$ cat config.mk
export PLATFORM = sky130hd
export DESIGN_NAME = can_tx_queue_with_completion_slots
export DESIGN_NICKNAME = d
export VERILOG_FILES = /design/src/design/cantxq_pkg.sv /design/src/design/cantxq_csr.sv /design/src/design/cantxq_fifo.sv /design/src/design/cantxq_ctrl.sv /design/src/design/can_tx_queue_with_completion_slots.sv
export SDC_FILE = /design/constraint.sdc
export NUM_CORES = 2
export LEC_CHECK = 0
export BUFFER_PORTS_ARGS = -buffer_cell sky130_fd_sc_hd__buf_4
export CORE_MARGIN = 2
export CORE_UTILIZATION = 43
export CTS_CLUSTER_DIAMETER = 100
export CTS_CLUSTER_SIZE = 16
export DETAILED_ROUTE_END_ITERATION = 6
export PLACE_DENSITY = 0.59
export SLEW_MARGIN = 10
export SYNTH_ARGS = -nofsm -noshare
export SYNTH_HDL_FRONTEND = slang
export SYNTH_SLANG_ARGS = --single-unit
$ cat constraint.sdc
create_clock -name clock -period 19.6 [get_ports clock]
set_input_delay 1.96 -clock clock [delete_from_list [all_inputs] [get_ports clock]]
set_output_delay 1.96 -clock clock [all_outputs]
set_load 0.02 [all_outputs]
$ cat src/design/cantxq_pkg.sv
// Shared types and constants for the CAN transmit queue with completion slots.
// No dependencies; every other design file imports this package.
package cantxq_pkg;

   localparam int QUEUE_DEPTH = 16;
   localparam int SLOT_COUNT  = 2;

   localparam int PTR_W  = (QUEUE_DEPTH > 1) ? $clog2(QUEUE_DEPTH) : 1;
   localparam int CNT_W  = $clog2(QUEUE_DEPTH + 1);
   localparam int SLOT_W = $clog2(SLOT_COUNT + 1);
   localparam int SIDX_W = (SLOT_COUNT > 1) ? $clog2(SLOT_COUNT) : 1;

   localparam logic [SLOT_W-1:0] SLOT_NONE = SLOT_W'(SLOT_COUNT);

   localparam logic [15:0] EXPIRY_RESET = 16'd100;

   localparam logic [1:0] OUTCOME_OK   = 2'd0;
   localparam logic [1:0] OUTCOME_BUSY = 2'd1;

   localparam logic [1:0] CSR_TX_ENABLE      = 2'd0;
   localparam logic [1:0] CSR_DEVICE_PRESENT = 2'd1;
   localparam logic [1:0] CSR_EXPIRY_MS      = 2'd2;

   typedef enum logic [2:0] {
      KIND_SUBMIT      = 3'd0,
      KIND_SUBMIT_WAIT = 3'd1,
      KIND_SERVICE     = 3'd2,
      KIND_TIMEOUT     = 3'd3,
      KIND_READ        = 3'd4,
      KIND_BUS_RESET   = 3'd5
   } kind_type;

   typedef enum logic [3:0] {
      STAT_ACCEPTED    = 4'd0,
      STAT_TX_DISABLED = 4'd1,
      STAT_NO_DEVICE   = 4'd2,
      STAT_DROPPED     = 4'd3,
      STAT_BUSY        = 4'd4,
      STAT_IDLE        = 4'd5,
      STAT_DONE        = 4'd6,
      STAT_RETRY       = 4'd7,
      STAT_DISCARDED   = 4'd8,
      STAT_PENDING     = 4'd9,
      STAT_READY       = 4'd10,
      STAT_RESET       = 4'd11,
      STAT_TIMEOUT     = 4'd12
   } status_type;

   typedef enum logic [1:0] {
      SLOT_FREE      = 2'd0,
      SLOT_PEND      = 2'd1,
      SLOT_DONE      = 2'd2,
      SLOT_CANCELLED = 2'd3
   } slot_state_type;

   typedef enum logic [1:0] {
      RES_OK      = 2'd0,
      RES_TIMEOUT = 2'd1,
      RES_RESET   = 2'd2
   } res_type;

   typedef struct packed {
      kind_type          kind;
      logic [28:0]       can_id;
      logic              is_extended;
      logic [3:0]        dlc;
      logic [63:0]       payload;
      logic [SLOT_W-1:0] slot_held;
      logic [1:0]        mailbox_outcome;
      logic [31:0]       now_ms;
   } req_type;

   typedef struct packed {
      status_type        status;
      logic [SLOT_W-1:0] slot_given;
      logic [1:0]        completion_code;
      logic              attempt_made;
      logic [28:0]       frame_id;
      logic              frame_extended;
      logic [3:0]        frame_dlc;
      logic [63:0]       frame_payload;
      logic [31:0]       drops;
      logic [CNT_W-1:0]  queue_level;
   } rsp_type;

   typedef struct packed {
      logic [28:0]       id;
      logic              ext;
      logic [3:0]        dlc;
      logic [SLOT_W-1:0] slot;
      logic [63:0]       data;
   } frame_type;

   typedef struct packed {
      logic        tx_enable;
      logic        device_present;
      logic [15:0] expiry_ms;
   } cfg_type;

   typedef struct packed {
      logic      push;
      logic      pop;
      logic      clear;
      frame_type push_frame;
   } fifo_cmd_type;

   typedef struct packed {
      frame_type        head;
      logic [CNT_W-1:0] count;
   } fifo_stat_type;

endpackage

$ cat src/design/cantxq_csr.sv
// Configuration registers: transmit enable, device present, expiry interval.
// Depends on cantxq_pkg.
module cantxq_csr import cantxq_pkg::*; (
   input  logic        clock,
   input  logic        reset,
   input  logic        csr_write,
   input  logic [1:0]  csr_index,
   input  logic [15:0] csr_data,
   output cfg_type     cfg
);

   cfg_type cfg_ff;
   cfg_type cfg_in;

   always_comb begin
      cfg_in = cfg_ff;
      if (csr_write) begin
         unique case (csr_index)
            CSR_TX_ENABLE:      cfg_in.tx_enable      = csr_data[0];
            CSR_DEVICE_PRESENT: cfg_in.device_present = csr_data[0];
            CSR_EXPIRY_MS:      cfg_in.expiry_ms      = csr_data;
            default:            cfg_in = cfg_ff;
         endcase
      end
   end

   always_ff @(posedge clock) begin
      if (reset) begin
         cfg_ff.tx_enable      <= 1'b0;
         cfg_ff.device_present <= 1'b0;
         cfg_ff.expiry_ms      <= EXPIRY_RESET;
      end else begin
         cfg_ff <= cfg_in;
      end
   end

   assign cfg = cfg_ff;

endmodule

$ cat src/design/cantxq_fifo.sv
// Frame FIFO: entry storage in flops with a mux read of the head, pointers and fill count.
// Depends on cantxq_pkg.
module cantxq_fifo import cantxq_pkg::*; (
   input  logic          clock,
   input  logic          reset,
   input  fifo_cmd_type  cmd,
   output fifo_stat_type stat
);

   frame_type        entry_ff [QUEUE_DEPTH];
   logic [PTR_W-1:0] rd_ptr_ff, rd_ptr_in;
   logic [PTR_W-1:0] wr_ptr_ff, wr_ptr_in;
   logic [CNT_W-1:0] count_ff, count_in;

   always_comb begin
      rd_ptr_in = rd_ptr_ff;
      wr_ptr_in = wr_ptr_ff;
      count_in  = count_ff;
      if (cmd.clear) begin
         rd_ptr_in = '0;
         wr_ptr_in = '0;
         count_in  = '0;
      end else if (cmd.push) begin
         wr_ptr_in = (wr_ptr_ff == PTR_W'(QUEUE_DEPTH - 1)) ? '0 : wr_ptr_ff + 1'b1;
         count_in  = count_ff + 1'b1;
      end else if (cmd.pop) begin
         rd_ptr_in = (rd_ptr_ff == PTR_W'(QUEUE_DEPTH - 1)) ? '0 : rd_ptr_ff + 1'b1;
         count_in  = count_ff - 1'b1;
      end
   end

   always_ff @(posedge clock) begin
      if (reset) begin
         rd_ptr_ff <= '0;
         wr_ptr_ff <= '0;
         count_ff  <= '0;
      end else begin
         rd_ptr_ff <= rd_ptr_in;
         wr_ptr_ff <= wr_ptr_in;
         count_ff  <= count_in;
      end
   end

   always_ff @(posedge clock) begin
      if (cmd.push && !cmd.clear) begin
         entry_ff[wr_ptr_ff] <= cmd.push_frame;
      end
   end

   assign stat.head  = entry_ff[rd_ptr_ff];
   assign stat.count = count_ff;

endmodule

$ cat src/design/cantxq_ctrl.sv
// Queue control: submit/service/slot decisions, in-flight frame, slot table, drop count.
// Depends on cantxq_pkg; drives cantxq_fifo through a command struct.
module cantxq_ctrl import cantxq_pkg::*; (
   input  logic          clock,
   input  logic          reset,
   input  logic          fire,
   input  req_type       item,
   input  cfg_type       cfg,
   input  fifo_stat_type fifo_stat,
   output fifo_cmd_type  fifo_cmd,
   output rsp_type       result
);

   frame_type      flight_ff, flight_in;
   logic           flight_valid_ff, flight_valid_in;
   logic [31:0]    flight_start_ff, flight_start_in;
   slot_state_type slot_state_ff [SLOT_COUNT];
   slot_state_type slot_state_in [SLOT_COUNT];
   res_type        slot_result_ff [SLOT_COUNT];
   res_type        slot_result_in [SLOT_COUNT];
   logic [31:0]    drop_ff, drop_in;

   frame_type         norm;
   frame_type         cur;
   frame_type         shown;
   logic [31:0]       cur_start;
   logic [31:0]       elapsed;
   logic              expired;
   logic              busy;
   res_type           res;
   logic              cur_has_slot;
   logic [SIDX_W-1:0] cur_idx;
   logic [SIDX_W-1:0] held_idx;
   logic              free_found;
   logic [SIDX_W-1:0] free_idx;
   logic              do_drop;
   status_type        status;
   logic [SLOT_W-1:0] slot_out;
   res_type           code;
   logic              attempt;
   logic [CNT_W-1:0]  level;

   // incoming frame: standard ids keep 11 bits, length saturates at 8
   always_comb begin
      norm.ext  = item.is_extended;
      norm.id   = item.is_extended ? item.can_id : {18'd0, item.can_id[10:0]};
      norm.dlc  = (item.dlc > 4'd8) ? 4'd8 : item.dlc;
      norm.slot = SLOT_NONE;
      norm.data = item.payload;
   end

   // lowest free slot
   always_comb begin
      free_found = 1'b0;
      free_idx   = '0;
      for (int i = SLOT_COUNT - 1; i >= 0; i--) begin
         if (slot_state_ff[i] == SLOT_FREE) begin
            free_found = 1'b1;
            free_idx   = SIDX_W'(i);
         end
      end
   end

   // frame under service: held one, else the queue head stamped with now
   always_comb begin
      cur          = flight_valid_ff ? flight_ff : fifo_stat.head;
      cur_start    = flight_valid_ff ? flight_start_ff : item.now_ms;
      cur_has_slot = (cur.slot < SLOT_W'(SLOT_COUNT));
      cur_idx      = cur.slot[SIDX_W-1:0];
      held_idx     = item.slot_held[SIDX_W-1:0];
      elapsed      = item.now_ms - cur_start;
      expired      = (elapsed >= {16'd0, cfg.expiry_ms});
   end

   always_comb begin
      flight_in       = flight_ff;
      flight_valid_in = flight_valid_ff;
      flight_start_in = flight_start_ff;
      slot_state_in   = slot_state_ff;
      slot_result_in  = slot_result_ff;
      fifo_cmd        = '0;
      fifo_cmd.push_frame = norm;
      do_drop  = 1'b0;
      status   = STAT_IDLE;
      slot_out = SLOT_NONE;
      code     = RES_OK;
      attempt  = 1'b0;
      shown    = '0;
      busy     = 1'b0;
      res      = RES_RESET;

      unique case (item.kind)
         KIND_SUBMIT, KIND_SUBMIT_WAIT: begin
            if (!cfg.tx_enable) begin
               status = STAT_TX_DISABLED;
            end else if (!cfg.device_present) begin
               status = STAT_NO_DEVICE;
            end else if (fifo_stat.count == CNT_W'(QUEUE_DEPTH)) begin
               do_drop = 1'b1;
               status  = STAT_DROPPED;
            end else if (item.kind == KIND_SUBMIT) begin
               fifo_cmd.push = 1'b1;
               status        = STAT_ACCEPTED;
            end else if (free_found) begin
               slot_state_in[free_idx]  = SLOT_PEND;
               fifo_cmd.push_frame.slot = SLOT_W'(free_idx);
               fifo_cmd.push            = 1'b1;
               status                   = STAT_ACCEPTED;
               slot_out                 = SLOT_W'(free_idx);
            end else begin
               do_drop = 1'b1;
               status  = STAT_BUSY;
            end
         end
         KIND_SERVICE: begin
            if (flight_valid_ff || fifo_stat.count != '0) begin
               if (!flight_valid_ff) begin
                  fifo_cmd.pop    = 1'b1;
                  flight_in       = fifo_stat.head;
                  flight_valid_in = 1'b1;
                  flight_start_in = item.now_ms;
               end
               if (cur_has_slot && slot_state_ff[cur_idx] == SLOT_CANCELLED) begin
                  flight_valid_in        = 1'b0;
                  slot_state_in[cur_idx] = SLOT_FREE;
                  slot_out               = cur.slot;
                  status                 = STAT_DISCARDED;
               end else begin
                  res = expired ? RES_TIMEOUT : RES_RESET;
                  if (!expired && cfg.tx_enable && cfg.device_present) begin
                     attempt = 1'b1;
                     shown   = cur;
                     case (item.mailbox_outcome)
                        OUTCOME_OK:   res  = RES_OK;
                        OUTCOME_BUSY: busy = 1'b1;
                        default:      res  = RES_RESET;
                     endcase
                  end
                  if (busy) begin
                     status = STAT_RETRY;
                  end else begin
                     flight_valid_in = 1'b0;
                     status          = STAT_DONE;
                     code            = res;
                     if (cur_has_slot) begin
                        slot_out = cur.slot;
                        if (slot_state_ff[cur_idx] == SLOT_PEND) begin
                           slot_result_in[cur_idx] = res;
                           slot_state_in[cur_idx]  = SLOT_DONE;
                        end else if (slot_state_ff[cur_idx] == SLOT_CANCELLED) begin
                           slot_state_in[cur_idx] = SLOT_FREE;
                        end
                     end
                  end
               end
            end
         end
         KIND_TIMEOUT, KIND_READ: begin
            if (item.slot_held < SLOT_W'(SLOT_COUNT)
                && slot_state_ff[held_idx] != SLOT_FREE) begin
               slot_out = item.slot_held;
               case (slot_state_ff[held_idx])
                  SLOT_DONE: begin
                     status                  = STAT_READY;
                     code                    = slot_result_ff[held_idx];
                     slot_state_in[held_idx] = SLOT_FREE;
                  end
                  SLOT_CANCELLED: status = STAT_TIMEOUT;
                  default: begin
                     if (item.kind == KIND_TIMEOUT) begin
                        slot_state_in[held_idx] = SLOT_CANCELLED;
                        status                  = STAT_TIMEOUT;
                     end else begin
                        status = STAT_PENDING;
                     end
                  end
               endcase
            end
         end
         KIND_BUS_RESET: begin
            fifo_cmd.clear  = 1'b1;
            flight_valid_in = 1'b0;
            for (int i = 0; i < SLOT_COUNT; i++) begin
               if (slot_state_ff[i] == SLOT_PEND) begin
                  slot_result_in[i] = RES_RESET;
                  slot_state_in[i]  = SLOT_DONE;
               end else if (slot_state_ff[i] == SLOT_CANCELLED) begin
                  slot_state_in[i] = SLOT_FREE;
               end
            end
            status = STAT_RESET;
         end
         default: status = STAT_IDLE;
      endcase

      // queue moves only on the cycle the item is consumed
      if (!fire) begin
         fifo_cmd.push  = 1'b0;
         fifo_cmd.pop   = 1'b0;
         fifo_cmd.clear = 1'b0;
      end

      drop_in = (do_drop && drop_ff != '1) ? drop_ff + 32'd1 : drop_ff;
   end

   // fill level after this item
   always_comb begin
      if (fifo_cmd.clear) begin
         level = '0;
      end else if (fifo_cmd.push) begin
         level = fifo_stat.count + 1'b1;
      end else if (fifo_cmd.pop) begin
         level = fifo_stat.count - 1'b1;
      end else begin
         level = fifo_stat.count;
      end
   end

   always_ff @(posedge clock) begin
      if (reset) begin
         flight_valid_ff <= 1'b0;
         flight_start_ff <= '0;
         drop_ff         <= '0;
         for (int i = 0; i < SLOT_COUNT; i++) begin
            slot_state_ff[i]  <= SLOT_FREE;
            slot_result_ff[i] <= RES_TIMEOUT;
         end
      end else if (fire) begin
         flight_valid_ff <= flight_valid_in;
         flight_start_ff <= flight_start_in;
         drop_ff         <= drop_in;
         slot_state_ff   <= slot_state_in;
         slot_result_ff  <= slot_result_in;
      end
   end

   always_ff @(posedge clock) begin
      if (fire) begin
         flight_ff <= flight_in;
      end
   end

   always_comb begin
      result.status          = status;
      result.slot_given      = slot_out;
      result.completion_code = code;
      result.attempt_made    = attempt;
      result.frame_id        = shown.id;
      result.frame_extended  = shown.ext;
      result.frame_dlc       = shown.dlc;
      result.frame_payload   = shown.data;
      result.drops           = drop_in;
      result.queue_level     = level;
   end

endmodule

$ cat src/design/can_tx_queue_with_completion_slots.sv
// CAN transmit queue with completion slots, top level.
// An item waits in the input register and its result is offered from the result register,
// which takes it only while free or draining. Throughput: one item per cycle while the
// result side is not stalled; all state is updated by one pass of logic between the two
// registers.
// Reset (synchronous): empties the queue, drops the in-flight frame, frees all slots, clears
// the drop count and restores tx_enable 0, device_present 0, expiry 100 ms.
module can_tx_queue_with_completion_slots import cantxq_pkg::*; (
   input  logic        clock,
   input  logic        reset,
   input  logic        req_valid,
   output logic        req_stall,
   input  req_type     req_data,
   output logic        rsp_valid,
   input  logic        rsp_stall,
   output rsp_type     rsp_data,
   input  logic        csr_write,
   input  logic [1:0]  csr_index,
   input  logic [15:0] csr_data
);

   logic          item_valid_ff, item_valid_in;
   req_type       item_ff;
   logic          rsp_valid_ff, rsp_valid_in;
   rsp_type       rsp_ff;
   logic          fire;
   logic          req_take;
   cfg_type       cfg;
   fifo_cmd_type  fifo_cmd;
   fifo_stat_type fifo_stat;
   rsp_type       result;

   // item in the input register moves on when the result register is free or draining
   assign fire      = item_valid_ff && (!rsp_valid_ff || !rsp_stall);
   assign req_stall = item_valid_ff && !fire;
   assign req_take  = req_valid && !req_stall;

   always_comb begin
      item_valid_in = item_valid_ff;
      if (req_take) begin
         item_valid_in = 1'b1;
      end else if (fire) begin
         item_valid_in = 1'b0;
      end
      rsp_valid_in = rsp_valid_ff;
      if (fire) begin
         rsp_valid_in = 1'b1;
      end else if (!rsp_stall) begin
         rsp_valid_in = 1'b0;
      end
   end

   always_ff @(posedge clock) begin
      if (reset) begin
         item_valid_ff <= 1'b0;
         rsp_valid_ff  <= 1'b0;
      end else begin
         item_valid_ff <= item_valid_in;
         rsp_valid_ff  <= rsp_valid_in;
      end
   end

   always_ff @(posedge clock) begin
      if (req_take) begin
         item_ff <= req_data;
      end
      if (fire) begin
         rsp_ff <= result;
      end
   end

   cantxq_csr u_csr (
      .clock     (clock),
      .reset     (reset),
      .csr_write (csr_write),
      .csr_index (csr_index),
      .csr_data  (csr_data),
      .cfg       (cfg)
   );

   cantxq_fifo u_fifo (
      .clock (clock),
      .reset (reset),
      .cmd   (fifo_cmd),
      .stat  (fifo_stat)
   );

   cantxq_ctrl u_ctrl (
      .clock     (clock),
      .reset     (reset),
      .fire      (fire),
      .item      (item_ff),
      .cfg       (cfg),
      .fifo_stat (fifo_stat),
      .fifo_cmd  (fifo_cmd),
      .result    (result)
   );

   assign rsp_valid = rsp_valid_ff;
   assign rsp_data  = rsp_ff;

endmodule
### After elaboration in Yosys (flattened, before gate mapping)

Memories as Yosys holds them, arrays and structs flattened. A register that Yosys moved wholly into a read port is not among the register bits.
Cells that the tools add are included.

| cells by class | value |
|---|---|
| add/sub/neg operators | 6 |
| $lt $le $gt $ge | 10 |
| equality and inequality tests | 41 |
| mux-type cells | 127 |
| bitwise gates (word level) | 18 |
| reductions and logical operators | 45 |

Operators with widths:

| operator | number |
|---|---|
| 2-to-1 mux 4 bit | 29 |
| 2-to-1 mux 100 bit | 1 |
| 2-to-1 mux 2 bit | 39 |
| 2-to-1 mux 32 bit | 2 |
| 2-to-1 mux 1 bit | 35 |
| adder 32 x 1 -> 32 bit, second input constant | 1 |
| >= comparator 32 x 16 -> 1 bit | 1 |
| inequality test 32 bit, second input constant | 1 |
| one-hot mux 4 bit (4 select lines) | 2 |
| subtractor 32 bit | 1 |
| AND reduction 15 bit | 2 |
| 2-to-1 mux 29 bit | 1 |
| one-hot mux 4 bit (2 select lines) | 3 |
| inequality test 2 x 1 -> 1 bit, second input constant | 8 |
| AND reduction 8 bit | 2 |
| 2-to-1 mux 5 bit | 3 |
| inequality test 2 bit, second input constant | 7 |
| equality test 2 bit, second input constant | 6 |
| logical AND 1 bit | 12 |
| 2-to-1 mux 3 bit | 4 |
| inequality test 3 x 1 -> 1 bit, second input constant | 4 |
| equality test 2 x 1 -> 1 bit, second input constant | 5 |
| adder 4 x 1 -> 4 bit, second input constant | 2 |
| AND 4 bit | 2 |
| other kinds (37) | 74 |

| storage, ports and cells | value |
|---|---|
| register bits | 487 |
| RAM bits | 1600 |
| input port bits | 160 |
| output and inout bits | 146 |
| logic and storage cells | 286 |
| memories kept | 1 |

Memory list:

| name | words | width | read ports | clocked after memory_dff | write ports | line | text |
|---|---|---|---|---|---|---|---|
| u_fifo.entry_ff | 16 | 100 | 1 | 1 | 1 | cantxq_fifo.sv:10 | `frame_type entry_ff [QUEUE_DEPTH];` |

### Longest topological paths before layout

| depth | value |
|---|---|
| depth after elaboration | 17 |
| gate-level depth with buffers | 27 |
| gate-level depth less buffers | 22 |

### Modules after synthesis

From an unflattened synthesis, not the netlist that was laid out.

| second synthesis, totals | value |
|---|---|
| cells, all modules | 4278 |
| area, all modules | 82679.3 um^2 |

Modules (own cells, without submodules):

| module | times used | cells an instance | area an instance (um^2) | sequential area each (um^2) |
|---|---|---|---|---|
| cantxq_fifo | 1 | 2549 | 60645.7 | 48386.4 |
| cantxq_ctrl | 1 | 1360 | 12704.7 | 4464.3 |
| can_tx_queue_with_completion_slots | 1 | 291 | 8524.4 | 8478.1 |
| cantxq_csr | 1 | 78 | 804.5 | 360.3 |

### Worst setup path before layout

Ideal clock, no wire load.

| path | value |
|---|---|
| kind | input to register |
| start | input port rsp_stall |
| end | memory u_fifo.entry_ff[3][0] (netlist name) (enable) |
| library setup time | 0.804 ns |
| arrival | 12.515 ns |
| data required time | 18.796 ns |
| path slack | 6.281 ns |
| stages on the path | 8 |
| buffers on the path | 2 |
| cell sequence | nand2_1 -> nand2_1 -> clkbuf_1 -> inv_1 -> and3_1 -> buf_1 -> nand2_1 -> nor4_1 |

| between the ends | value |
|---|---|
| word-level cells in the longest chain between the ends | 8 |

Ends and longest elaborated chain:

| what | line | text |
|---|---|---|
| from (decl) | can_tx_queue_with_completion_slots.sv:15 | `input logic rsp_stall,` |
| zero test 1 bit (*) | n/a |  |
| logical OR 1 bit (*) | can_tx_queue_with_completion_slots.sv:34 | `assign fire = item_valid_ff && (!rsp_valid_ff \|\| !rsp_stall);` |
| logical AND 1 bit (*) | can_tx_queue_with_completion_slots.sv:34 |  |
| 2-to-1 mux 3 bit (*) | cantxq_ctrl.sv:197 | `if (!fire) begin` |
| zero test 1 bit | cantxq_fifo.sv:45 | `if (cmd.push && !cmd.clear) begin` |
| logical AND 1 bit (*) | cantxq_fifo.sv:45 |  |
| 2-to-1 mux 1 bit (*) | cantxq_fifo.sv:45 |  |
| 2-to-1 mux 1 bit (implied by the code) (*) | cantxq_fifo.sv:46 | `entry_ff[wr_ptr_ff] <= cmd.push_frame;` |
| to (decl) | cantxq_fifo.sv:10 |  |

Every way passes the cells marked *; elsewhere a longest branch is shown, timed or not.

### Worst setup path after layout

| path | value |
|---|---|
| start | register u_ctrl.flight_valid_ff |
| end | register rsp_ff, in the netlist rsp_data[84], data pin |

| between the ends | value |
|---|---|
| word-level cells in the longest chain between the ends | 8 |

Ends and longest elaborated chain:

| what | line | text |
|---|---|---|
| from (decl) | cantxq_ctrl.sv:15 | `logic flight_valid_ff, flight_valid_in;` |
| from (signal assigned) | cantxq_ctrl.sv:229 | `flight_valid_ff <= flight_valid_in;` |
| 2-to-1 mux 32 bit / 2-to-1 mux 100 bit (equally long branches) | cantxq_ctrl.sv:67, cantxq_ctrl.sv:66 |  |
| subtractor 32 bit / NOT 1 -> 2 bit (equally long branches) | cantxq_ctrl.sv:71, cantxq_ctrl.sv:123 |  |
| >= comparator 32 x 16 -> 1 bit / 2-to-1 mux 2 bit (equally long branches) | cantxq_ctrl.sv:72, cantxq_ctrl.sv:123 |  |
| zero test 1 bit / 2-to-1 mux 2 bit (equally long branches) | cantxq_ctrl.sv:130, cantxq_ctrl.sv:123 |  |
| logical AND 1 bit / 2-to-1 mux 2 bit (equally long branches) | cantxq_ctrl.sv:130, cantxq_ctrl.sv:123 |  |
| logical AND 1 bit / equality test 2 bit (equally long branches) | cantxq_ctrl.sv:130, cantxq_ctrl.sv:123 |  |
| NOT 1 bit (no source line) / logical AND 1 bit (equally long branches) | n/a |  |
| OR reduction 4 bit (no source line) | n/a |  |
| to (signal assigned) | can_tx_queue_with_completion_slots.sv:68 | `rsp_ff <= result;` |
| to (decl) | can_tx_queue_with_completion_slots.sv:25 | `rsp_type rsp_ff;` |

Several ways; a longest one is shown, not always the timed one. The select of a mux whose other input is x is not followed.
A chain may end at the register's enable or synchronous reset.

==> impl_metrics.py <==
metrics = {
    "cts": {
        "clock-sinks": 2091,
        "clk_pin_slew_ns": 0.08,
        "postCtsSetupRepairBufs": 0,
        "cts-root-buf": "clkbuf_16",
        "cts_tree": "built",
        "postCtsHoldBufs": 0,
        "numCtsBuffers": 150,
        "clk_path_buf_depth": 3,
        "htree_levels": 4,
        "insertion_delay_ns": 0.82,
        "cts_resized": 0,
    },
    "min_path": {
        "min_path_cells": 2,
        "worstHoldPathType": "flip-flop to flip-flop",
        "worstHoldStart": "u_csr.cfg[3]",
        "hold_end": "u_csr.cfg[3]",
    },
    "placement": {
        "dp_cells": 6677,
        "placed_cell_area_sq_um": 87200,
        "io_buffers": 305,
        "place.gp.congestion": 0.818,
        "post-dp-hpwl_mm": 103,
    },
    "worst_setup_path": {
        "crit_path_max_fanout": 64,
        "regToRegSetupSlack_ns": 12.83,
        "r2r-end": "rsp_data[84]",
        "path_cells": "mux2i_1 > ha_1 > a21oi_1 > o21ai_0 > nor2_1 > o21ai_0 > a31oi_1 > nor2b_1 > o21ai_0 > a21oi_1 > ha_1 > and3_1 > o21ai_0 > o221ai_1 > nor4b_1 > o2111ai_1 > nor3_1 > nand4b_1 > nor4_4 > nand4_4 > buf_4 > buf_4 > nor2b_1",
        "crit_path_start_kind": "flip-flop",
        "arrival_ns": 7.43,
        "worstSetupPathType": "flip-flop to flip-flop",
        "max_stage_delay_ns": 0.90,
        "worst_ep_required_time_ns": 20.25,
        "ff2ff_path_depth": 23,
        "critPathSlowestCell": "dfxtp_4",
        "cp_common_cell": "o21ai_0",
        "r2r-start": "u_ctrl.flight_valid_ff",
        "endpoint_kind": "flip-flop",
    },
    "run_status": {
        "outcome": "finished clean",
    },
    "global_route": {
        "antenna_found_initial": 5,
        "grt_max_degree": 145,
        "grt.overflow.total": 0,
        "grt_pass1_wl_mm": 273,
        "first_global_vias": 39500,
        "track_usage_pct": 19.3,
    },
    "cells_and_area": {
        "layoutNonFillerInstCount": 6868,
        "postLayoutCoreUtil_pct": 48.2,
        "final_area_sq_um": 91400,
        "n_fill_cell": 15500,
        "layout-drive-gt1-share_pct": 27.3,
        "finalNetCount": 4536,
        "area_delta_synth_final_pct": 11.7,
    },
    "floorplan": {
        "die_h_microns": 440,
        "rows": 160,
        "dieWidth_microns": 440,
        "core-area_sq_um": 190000,
        "ios": 306,
        "dieArea_sq_um": 194000,
        "initial_utilization_pct": 43.2,
    },
    "timing": {
        "setup_viol": 0,
        "min_period_ns": 6.77,
        "rsz0062_at_grt": "false",
        "tightestPinTransition_ns": 1.22,
        "fmax_ghz": 0.148,
        "min_period_over_period_pct": 34.6,
        "slew_viol_final": 0,
        "skew_ns": 0.0406,
        "tns_ns": 0,
        "slew_headroom_pct": 18.6,
        "hold_viol": 0,
    },
    "synth": {
        "synthFlopType": "edfxtp_1",
        "syn_avg_cell_area_sq_um": 20.5,
        "yosys-top-cells-count": "edfxtp_1 (1981), mux4_2 (500), nor2_1 (152)",
        "synth_seq_cells": 2091,
        "syn-num-nets": 4204,
        "synthTopCellsByArea": "edfxtp_1 (73%), mux4_2 (14%), dfxtp_1 (2.7%)",
        "ys_seq_area_share_pct": 75.4,
        "yosysMostFrequentCell": "edfxtp_1",
        "synth_cell_types": 79,
        "syn-instance-count": 3986,
        "async_flop_share_pct": 0,
        "synth_edf_count": 1981,
        "synth_area_sq_um": 81800,
        "synth_top_area_share_pct": 72.7,
        "synth-warning-count": 0,
        "yosysTopAreaCell": "edfxtp_1",
    },
    "pwr": {
        "powerDensity_nw_per_um2": 88.3,
        "leakage_nw": 27.8,
        "vdd_drop_max_uv": 99.8,
    },
    "job": {
        "drv_cap": 0,
    },
    "detailed_routing": {
        "ant_nets": 0,
        "wire_per_inst_microns": 27.3,
        "drt_drc_violations_left": 0,
        "vias_per_cell": 5.67,
        "drt-total-wl_mm": 187,
        "dr.pass1.iters": 5,
        "vias": 39000,
        "drt_iter0_markers": 3774,
    },
}
## area by class of cell
class	instances	area, sq um	area share, %
antenna	2	5.00	0.00548
clock buffer	177	3960	4.34
clock inverter	12	176	0.193
inverter	45	176	0.193
multi-input combinational	1656	19300	21.2
sequential	2091	61700	67.5
tap	2511	3140	3.44
timing repair buffer	374	2860	3.13
## through the flow
stage	hold slack, ns	total power [W]	setup slack (ns)
after floorplan	0.436	0.00517	6.28
after global placement	0.446	0.00528	12.46
after detailed placement	0.453	0.00528	12.41
after CTS	0.464	0.00816	12.82
after global routing	0.473	0.00833	12.29
final	0.465	0.00807	12.83
## worst max path at each step
stage          slack (ns)                   start                     end
6_report            12.83  u_ctrl.flight_valid_ff            rsp_data[84]
5_1_grt             12.29  u_ctrl.flight_valid_ff            rsp_data[87]
4_1_cts             12.82  u_ctrl.flight_valid_ff            rsp_data[86]
3_5_place_dp        12.41               rsp_stall  u_fifo.entry_ff[5][20]
3_3_place_gp        12.46               rsp_stall  u_fifo.entry_ff[5][15]
2_1_floorplan        6.28               rsp_stall   u_fifo.entry_ff[3][0]
## critical path, delay by kind of cell, from the launching register on
| family | cells | cell delay [ns] |
|---|---|---|
| AO/OA/AOI/OAI | 9 | 1.65 |
| adder cells (fa/ha/maj) | 2 | 0.63 |
| buffers and inverters | 2 | 0.85 |
| flip-flops | 1 | 0.90 |
| multiplexers | 1 | 0.39 |
| AND/OR/NAND/NOR | 9 | 2.10 |
## power breakdown
| group | internal, W | switching [W] | leakage (nW) | total (W) |
|---|---|---|---|---|
| Combinational | 0.0000831 | 0.000136 | 7.11 | 0.000219 |
| Clock | 0.00144 | 0.00145 | 2.02 | 0.00289 |
| Sequential | 0.00491 | 0.0000493 | 18.7 | 0.00496 |
## cell usage in the layout, fill, tap and decap left out, types with 5 or more instances in the layout
cell       instances
o211ai_1          11
nor3_1            27
or2_2              8
and2_1            29
dfxtp_4            5
nor2_1           139
xor2_1            40
buf_4            370
nand2b_1          15
mux2i_1           42
a31oi_1            7
nand3_1           38
o22ai_1            7
nor2b_1          113
clkbuf_16        155
mux4_2           500
nand2_1          127
a211oi_1          43
and4_1             9
clkbuf_1          22
a211o_1            7
a21oi_1           77
o21a_1             8
o21ai_0           42
edfxtp_1        1981
nand4_1           21
mux2_2           103
ha_1              57
inv_1             43
dfxtp_1          105
and3_1            14
o221ai_1           6
xnor2_1           42
or3_1             10
a21o_1            15
nor2_4            13
## metal layers
metal	wire, microns	GRT usage, %
met5	11	0
met4	4020	4.83
met3	8920	2.89
met2	92000	31.3
met1	82300	27.4
## state kept, by name, summed over array words and instances (netlist names), named ones only
register                cells
u_ctrl.flight_valid_ff      1
u_csr.cfg                  18
item_valid_ff               1
u_fifo.count_ff             5
u_ctrl.slot_state_ff        4
u_ctrl.flight_ff          100
u_ctrl.slot_result_ff       4
rsp_valid                   1
item_ff                   137
u_fifo.wr_ptr_ff            4
u_ctrl.flight_start_ff     32
u_fifo.entry_ff          1600
u_fifo.rd_ptr_ff            4
u_ctrl.drop_ff             32
rsp_data                  144
## cell families (layout without fill, tap and decap cells)
group                    after synthesis  in the layout  share of synthesized area (%)
AND/OR/NAND/NOR                      592            592                           3.68
buffers and inverters                239            608                           1.15
adder cells (fa/ha/maj)               58             58                          0.896
other                                  0              2                              0
flip-flops                          2091           2091                           75.4
multiplexers                         646            646                           15.7
AO/OA/AOI/OAI                        278            278                           2.30
XOR/XNOR                              82             82                          0.878
Power figures use the tool's default switching activity.
